$ cat src/hdl/hkm_pkg.sv
`timescale 1ns / 1ps

package hkm_pkg;

  // Number of hotkey slots that the configuration port addresses.
  localparam int unsigned SLOT_COUNT = 8;
  localparam int unsigned SLOT_W     = 3;

  localparam int unsigned CODE_W  = 8;
  localparam int unsigned FLAGS_W = 3;
  localparam int unsigned MOD_W   = 3;
  localparam int unsigned ENTRY_W = 12;

  // Modifier bits.
  localparam logic [MOD_W-1:0] MOD_NONE  = 3'b000;
  localparam logic [MOD_W-1:0] MOD_ALT   = 3'b001;
  localparam logic [MOD_W-1:0] MOD_CTRL  = 3'b010;
  localparam logic [MOD_W-1:0] MOD_SHF   = 3'b100;

  // Make codes of the modifier keys.
  localparam logic [CODE_W-1:0] SC_ALT     = 8'h38;
  localparam logic [CODE_W-1:0] SC_CTRL    = 8'h1D;
  localparam logic [CODE_W-1:0] SC_LSHIFT  = 8'h2A;
  localparam logic [CODE_W-1:0] SC_RSHIFT  = 8'h36;

  localparam logic [FLAGS_W-1:0] FLAGS_PLAIN = 3'b000;

  typedef struct packed {
    logic             valid;
    logic [MOD_W-1:0] mods;
    logic [CODE_W-1:0] code;
  } entry_t;

  // Result of evaluating one key event against the current state.
  typedef struct packed {
    logic              hit;
    logic [SLOT_W-1:0] index;
    logic [MOD_W-1:0]  mods;
  } match_res_t;

  function automatic logic [MOD_W-1:0] modifier_of(input logic [CODE_W-1:0] code);
    logic [MOD_W-1:0] m;
    m = MOD_NONE;
    unique case (code)
      SC_ALT:               m = MOD_ALT;
      SC_CTRL:              m = MOD_CTRL;
      SC_LSHIFT, SC_RSHIFT: m = MOD_SHF;
      default:              m = MOD_NONE;
    endcase
    return m;
  endfunction

endpackage

$ cat src/hdl/hkm_entry_regs.sv
`timescale 1ns / 1ps

module hkm_entry_regs import hkm_pkg::*; #(
  parameter int unsigned ENTRY_COUNT = 8
) (
  input  logic                clk,
  input  logic                rst_n,
  input  logic                wr_en,
  input  logic [SLOT_W-1:0]   wr_index,
  input  logic [ENTRY_W-1:0]  wr_data,
  output entry_t              entries [ENTRY_COUNT]
);

  entry_t entry_r [ENTRY_COUNT];

  // Slots at or above ENTRY_COUNT are never compared, so writes to them are dropped.
  for (genvar g = 0; g < ENTRY_COUNT; g++) begin : g_slot
    always_ff @(posedge clk) begin
      if (!rst_n) begin
        entry_r[g] <= '0;
      end else if (wr_en && (wr_index == SLOT_W'(g))) begin
        entry_r[g] <= entry_t'(wr_data);
      end
    end
    assign entries[g] = entry_r[g];
  end

endmodule

$ cat src/hdl/hkm_match.sv
`timescale 1ns / 1ps

module hkm_match import hkm_pkg::*; #(
  parameter int unsigned ENTRY_COUNT = 8
) (
  input  logic [CODE_W-1:0]  scan_code,
  input  logic [FLAGS_W-1:0] key_flags,
  input  logic [MOD_W-1:0]   mods_held,
  input  logic [SLOT_W-1:0]  last_index,
  input  entry_t             entries [ENTRY_COUNT],
  output match_res_t         res
);

  logic [MOD_W-1:0]       mod_bit;
  logic                   plain;
  logic [ENTRY_COUNT-1:0] eq;

  assign mod_bit = modifier_of(scan_code);
  assign plain   = (key_flags == FLAGS_PLAIN);

  for (genvar g = 0; g < ENTRY_COUNT; g++) begin : g_cmp
    assign eq[g] = entries[g].valid && (entries[g].code == scan_code) &&
                   (entries[g].mods == mods_held);
  end

  always_comb begin
    res.hit   = 1'b0;
    res.index = last_index;
    res.mods  = mods_held;
    if (mod_bit != MOD_NONE) begin
      // Any flag other than a plain press releases the modifier.
      res.mods = plain ? (mods_held | mod_bit) : (mods_held & ~mod_bit);
    end else if (plain) begin
      // Walk downward so that the lowest matching entry wins.
      for (int i = ENTRY_COUNT - 1; i >= 0; i--) begin
        if (eq[i]) begin
          res.hit   = 1'b1;
          res.index = SLOT_W'(i);
        end
      end
    end
  end

endmodule

$ cat src/hdl/keyboard_hotkey_matcher.sv
`timescale 1ns / 1ps
// An accepted item goes through the input register and then the result register.
// Throughput: one item per cycle while out_stall is low; an input register feeds one
// pass of compare logic (all entries side by side) that loads the result register.
// Reset (rst_n low, synchronous): both stages empty, modifier state and last match
// index zero, all hotkey entries cleared to invalid.
module keyboard_hotkey_matcher import hkm_pkg::*; #(
  parameter int unsigned ENTRY_COUNT = 8
) (
  input  logic                clk,
  input  logic                rst_n,
  // Key event input.
  input  logic                in_valid,
  output logic                in_stall,
  input  logic [CODE_W-1:0]   in_scan_code,
  input  logic [FLAGS_W-1:0]  in_key_flags,
  // Match result output.
  output logic                out_valid,
  input  logic                out_stall,
  output logic                out_match_hit,
  output logic [SLOT_W-1:0]   out_match_index,
  output logic [MOD_W-1:0]    out_modifier_state,
  // Hotkey table writes.
  input  logic                cfg_valid,
  output logic                cfg_ready,
  input  logic [SLOT_W-1:0]   cfg_index,
  input  logic [ENTRY_W-1:0]  cfg_data
);

  // Input stage: holds one accepted event until the result register can take it.
  logic               in_vld_r;
  logic [CODE_W-1:0]  code_r;
  logic [FLAGS_W-1:0] flags_r;

  // Architectural state, updated in the same cycle that a result is loaded.
  logic [MOD_W-1:0]  mods_r;
  logic [SLOT_W-1:0] last_r;

  // Result register.
  logic       out_vld_r;
  match_res_t res_r;
  match_res_t res_nxt;

  entry_t entries [ENTRY_COUNT];

  logic out_load;
  logic in_take;

  // The result register loads a waiting event whenever it is empty or its item is leaving.
  assign out_load = in_vld_r && (!out_vld_r || !out_stall);
  // The input stage refills when it is empty or its event moves on in this cycle.
  assign in_stall = in_vld_r && !out_load;
  assign in_take  = in_valid && !in_stall;

  // Table writes are always taken; software must write only while idle (not enforced).
  assign cfg_ready = 1'b1;

  hkm_entry_regs #(
    .ENTRY_COUNT (ENTRY_COUNT)
  ) u_regs (
    .clk      (clk),
    .rst_n    (rst_n),
    .wr_en    (cfg_valid && cfg_ready),
    .wr_index (cfg_index),
    .wr_data  (cfg_data),
    .entries  (entries)
  );

  hkm_match #(
    .ENTRY_COUNT (ENTRY_COUNT)
  ) u_match (
    .scan_code  (code_r),
    .key_flags  (flags_r),
    .mods_held  (mods_r),
    .last_index (last_r),
    .entries    (entries),
    .res        (res_nxt)
  );

  always_ff @(posedge clk) begin
    if (!rst_n) begin
      in_vld_r <= 1'b0;
    end else if (in_take) begin
      in_vld_r <= 1'b1;
    end else if (out_load) begin
      in_vld_r <= 1'b0;
    end
  end

  // Payload of the input stage needs no reset.
  always_ff @(posedge clk) begin
    if (in_take) begin
      code_r  <= in_scan_code;
      flags_r <= in_key_flags;
    end
  end

  always_ff @(posedge clk) begin
    if (!rst_n) begin
      mods_r <= MOD_NONE;
      last_r <= '0;
    end else if (out_load) begin
      mods_r <= res_nxt.mods;
      last_r <= res_nxt.index;
    end
  end

  always_ff @(posedge clk) begin
    if (!rst_n) begin
      out_vld_r <= 1'b0;
    end else if (out_load) begin
      out_vld_r <= 1'b1;
    end else if (!out_stall) begin
      out_vld_r <= 1'b0;
    end
  end

  always_ff @(posedge clk) begin
    if (out_load) begin
      res_r <= res_nxt;
    end
  end

  assign out_valid          = out_vld_r;
  assign out_match_hit      = res_r.hit;
  assign out_match_index    = res_r.index;
  assign out_modifier_state = res_r.mods;

endmodule

$ cat config.mk
export PLATFORM = sky130hd
export DESIGN_NAME = keyboard_hotkey_matcher
export DESIGN_NICKNAME = d
export VERILOG_FILES = /design/src/hdl/hkm_pkg.sv /design/src/hdl/hkm_entry_regs.sv /design/src/hdl/hkm_match.sv /design/src/hdl/keyboard_hotkey_matcher.sv
export SDC_FILE = /design/constraint.sdc
export NUM_CORES = 1
export LEC_CHECK = 0
export BUFFER_PORTS_ARGS = -buffer_cell sky130_fd_sc_hd__buf_2
export CORE_AREA = 2 2 78 136
export DETAILED_ROUTE_END_ITERATION = 12
export DIE_AREA = 0 0 80 138
export GPL_TIMING_DRIVEN = 0
export PLACE_DENSITY = 0.82
export SLEW_MARGIN = 15
export SYNTH_ARGS = -nofsm -noshare
export SYNTH_HDL_FRONTEND = slang
export SYNTH_SLANG_ARGS = --single-unit
export TNS_END_PERCENT = 1
$ cat constraint.sdc
create_clock -name clk -period 2.2 [get_ports clk]
set_clock_uncertainty 0.1 [all_clocks]
set_input_delay 0.33 -clock clk [delete_from_list [all_inputs] [get_ports clk]]
set_output_delay 0.33 -clock clk [all_outputs]
set_load 0.05 [all_outputs]
After elaboration in Yosys (flattened, before gate mapping)
Memories as Yosys holds them, arrays and structs flattened.
Cells that the tools add are included.
Operators by class
  eq/ne operators: 28
  bitwise operators: 12
  reduce and logical (&&, ||, !) cells: 38
  mux-type cells: 50
Operator list (number)
  2-to-1 mux 12 bit: 8
  == test 8 bit: 8
  2-to-1 mux 4 bit: 8
  2-to-1 mux 1 bit: 29
  logical AND 1 bit: 27
  == test 3 bit: 8
  == test 8 x 6 -> 1 bit, second input constant: 3
  == test 3 bit, second input constant: 4
  2-to-1 mux 3 bit: 4
  case mux 3 bit (3 select lines): 1
  == test 8 x 5 -> 1 bit, second input constant: 1
  OR 1 bit: 8
  == test 3 x 2 -> 1 bit, second input constant: 2
  zero test 3 bit: 2
  zero test 1 bit: 4
  OR reduction 2 bit: 2
  bitwise AND 3 bit: 1
  == test 3 x 1 -> 1 bit, second input constant: 1
  NOT 3 bit: 1
  OR 3 bit: 1
  nonzero test 3 bit: 1
  inequality test 2 x 1 -> 1 bit, second input constant: 1
  nonzero test 2 bit: 1
  logical OR 1 bit: 1
  NOT 1 bit: 1
Storage, ports and cells
  register bits: 26
  memories: 1
  word-level logic and storage cells: 138
  bits in writable memories: 96
  output and inout port bits: 10
Memories
  u_regs.entry_r: words 8, bits a word 12, rd ports 8, clocked after memory_dff 0, write ports 8, line hkm_entry_regs.sv:14  | entry_t entry_r [ENTRY_COUNT];

Logic depth before layout (Yosys ltp)
An unclocked memory read counts as a cell.
  depth in word-level cells: 14
  depth in mapped cells: 7
  mapped depth without buffers: 6

By module
From an unflattened synthesis, not the netlist that was laid out.
Unflattened totals
  cell total of the unflattened synthesis: 476
  area, all modules: 5796.8 µm²
Modules (own cells, without submodules)
  hkm_entry_regs: area an instance 3527.1 µm², instances 1, cells each 244
  hkm_match: area an instance 1390.1 µm², instances 1, cells each 178
  keyboard_hotkey_matcher: area an instance 879.6 µm², instances 1, cells each 54

Worst setup path after synthesis
Ideal clock, no wire load.
  kind: register -> register
  start: reg out_vld_r, in the netlist out_valid
  end: reg last_r[0]
  required time: 2.012 ns
  arrival: 1.933 ns
  path slack: 0.079 ns
  stages on the path, launching flop included: 5
  library setup time: 0.088 ns
  clock period less this slack: 2.121 ns
  cell sequence: dfxtp_1 -> a21boi_1 -> nor2b_2 -> mux2_4 -> o32ai_2
On the way
  longest elaborated chain between the ends: 3
Ends and longest elaborated chain
  start, declared: line keyboard_hotkey_matcher.sv:40  | logic out_vld_r;
  start signal, assigned: line keyboard_hotkey_matcher.sv:110  | out_vld_r <= 1'b0;
  start signal, assigned: line keyboard_hotkey_matcher.sv:112  | out_vld_r <= 1'b1;
  start signal, assigned: line keyboard_hotkey_matcher.sv:114  | out_vld_r <= 1'b0;
  zero test 1 bit: line keyboard_hotkey_matcher.sv:50  | assign out_load = in_vld_r && (!out_vld_r || !out_stall);
  logical OR 1 bit: line keyboard_hotkey_matcher.sv:50
  logical AND 1 bit: line keyboard_hotkey_matcher.sv:50
  named net out_load: line keyboard_hotkey_matcher.sv:46  | logic out_load;
  end signal, assigned: line keyboard_hotkey_matcher.sv:104  | last_r <= res_nxt.index;
  end, declared: line keyboard_hotkey_matcher.sv:37  | logic [SLOT_W-1:0] last_r;
The timed path passes the listed nets, and every way through them passes these cells.
A chain may end at the register's enable or synchronous reset.

==> reports/results.ini <==
[die]
dieArea_um2 = 11000
rows = 49
coreArea_um2 = 10100
die_w_um = 80
initial_utilization = 0.578
num_io_pins = 41
die-height_um = 138

[yosys]
synth_flop_cell = edfxtp_1
netlist_area_um2 = 5810
ys_ff_latch = 122
yosysUniqueCellTypes = 46
seq_area_frac_synth = 0.616
yosysTopAreaCell = edfxtp_1
syn_avg_cell_area_um2 = 13.1
syn_nets = 476
synth_top_area_share = 0.589
synth_commonest_cells = edfxtp_1 (114), and2_1 (96), xnor2_1 (88)
synth_area_leaders = edfxtp_1 (59%), xnor2_1 (13%), and2_1 (10%), dfxtp_1 (2.8%), nand4_1 (2.6%)
synthArstFlopShare = 0
synth_enable_flop_cells = 114
postSynthCellCount = 445
synth_warnings = 0
yosysMostFrequentCell = edfxtp_1

[placement]
gp_congestion = 0.807
hpwl_um = 8540
dp_cells = 617
numPortBuffers = 39

[pwr]
power.density_nw_per_um2 = 810
ir_worst_vdd_uv = 714
leakagePower_nw = 2.55

[timing]
tightest_slew_ns = 1.05
rsz0062_at_grt = yes
period_minus_slack_ns = 2.34
hold_viol = 0
timing.final.ws_setup_ns = -0.137
fmax_ghz = 0.428
report.final.slew_viol_count = 0
max_slew_margin = 0.294
min_period_over_period = 1.06
setup_viol = 4
hold_ws_ns = 0.0475

[routing]
wl_um = 14400
via_per_inst = 5.85
vias = 3893
drt_iter0_drc = 321
drcViolationCount = 0
dr.pass1.iters = 5
ant_nets = 0
drt-wirelength-per-cell_um = 21.7

[setup_path]
r2r_slack_ns = -0.14
cp-startpoint = code_r[0]
required_ns = 2.24
rr_startpoint = code_r[0]
critPathArrivalTime_ns = 2.38
crit_path_start_kind = flip-flop
criticalPathCategory = flip-flop to flip-flop
path_max_fanout = 10
crit_path_end_kind = flip-flop

[clock_network]
cts_htree_levels = 4
clock-sinks = 122
cts_tree = done
clkTransAtPathRegs_ns = 0.06
clkLatencyLatePin_ns = 0.42
cts_buffers = 17
cts_buffer_depth = 2
root_buffer = clkbuf_16

[global_routing]
grt_max_degree = 17
antenna_found_initial = 0
grt_pass1_vias = 3800
globalRouteTotalUtil = 0.260
grt_first_pass_wirelength_um = 20200
overflow = 0

[hold_path]
hold_class = input pin to flip-flop
min_from = in_valid

[layout]
final_nets = 557
antenna_cells = 0
syn_to_final_growth_pct = 23.0
instances_no_fill = 666
drive_above_1_share = 0.239

[outcome]
violations = negative setup slack
status = finished, violations left

[job]
drv_cap = 0

## cell usage in the layout (no fill, tap or decap), types with 4 or more instances in the layout
master / count
and2_1: 96
dfxtp_1: 8
nand2_1: 5
xnor2_1: 80
nor3_2: 6
clkbuf_16: 17
nand4_1: 24
nor3_1: 5
buf_2: 39
o21ai_1: 6
nor3_4: 4
clkbuf_1: 11
xnor2_2: 8
nand2b_1: 6
nor2_1: 18
edfxtp_1: 114
buf_6: 7
buf_4: 12
dlygate4sd3_1: 11
## path summary, 6_finish.rpt
path | end | cells after the start
hold reg to reg | out_valid | 2
setup / recovery | out_match_index[0] | 7
setup reg to reg | out_match_index[0] | 7
hold / removal | in_vld_r | 3
## worst max-delay path: stages (launching register included)
cell      delay (ns)
edfxtp_1        0.39
buf_4           0.23
xnor2_1         0.23
nand4_1         0.22
nor3_4          0.39
nor2b_2         0.09
nor3_2          0.25
o221ai_1        0.16
## kinds of logic after synthesis
| logic type | share of synthesized area |
|---|---|
| other | 0.000645 |
| buffers and inverters | 0.0209 |
| DFF | 0.616 |
| xor gates and xnor gates | 0.133 |
| muxes | 0.0136 |
| AOI/OAI and AO/OA | 0.0331 |
| and+or+nand+nor | 0.183 |
## layout make-up
class | instances | area (µm²)
Fill cell | 642 | 2900
Clock inverter | 13 | 105
Multi-Input combinational cell | 301 | 2310
Sequential cell | 122 | 3580
Clock buffer | 19 | 433
Buffer | 21 | 155
Inverter | 2 | 7.51
Tap cell | 127 | 159
Timing Repair Buffer | 61 | 395
## state kept, by name, summed over array words and instances (netlist names)
| signal | flops |
|---|---|
| code_r | 8 |
| u_regs.entry_r | 96 |
| last_r | 3 |
| out_valid | 1 |
| in_vld_r | 1 |
| out_modifier_state | 3 |
| out_match_hit | 1 |
| flags_r | 3 |
| mods_r | 3 |
| out_match_index | 3 |
## metrics by stage
step / worst slack [ns] / power (mW) / area (µm²) / setup TNS (ns) / util
floorplan: 0.0786 / 3.07 / 5810 / 0 / -
global placement: -0.253 / 3.20 / 6170 / -13.31 / 0.613
detailed placement: -0.296 / 3.23 / 6220 / -0.863 / 0.619
CTS: -0.00792 / 5.72 / 6930 / -0.00792 / 0.689
global route: -0.181 / 5.93 / 7150 / -0.542 / 0.711
finish: -0.137 / 5.79 / 7150 / -0.302 / 0.711
## metal layers
metal,wire length (µm),GRT usage,vias to the layer above
li1,-,-,1733
met1,5060,0.281,1927
met2,7860,0.443,192
met3,987,0.0581,41
met4,516,0.168,0
met5,0,0,-
## where the power goes
group	switching [mW]	internal [mW]
registers	0.0669	2.68
clock network	0.988	1.53
logic	0.301	0.219
## timing repair
action	CTS	global route
gates cloned	0	1
hold endpoints to repair	11	0
gates resized for setup	12	39
hold buffers	11	0
buffers inserted	0	5
endpoints found under the setup margin	6	9
pin swaps	1	17
Power figures use the tool's default switching activity.
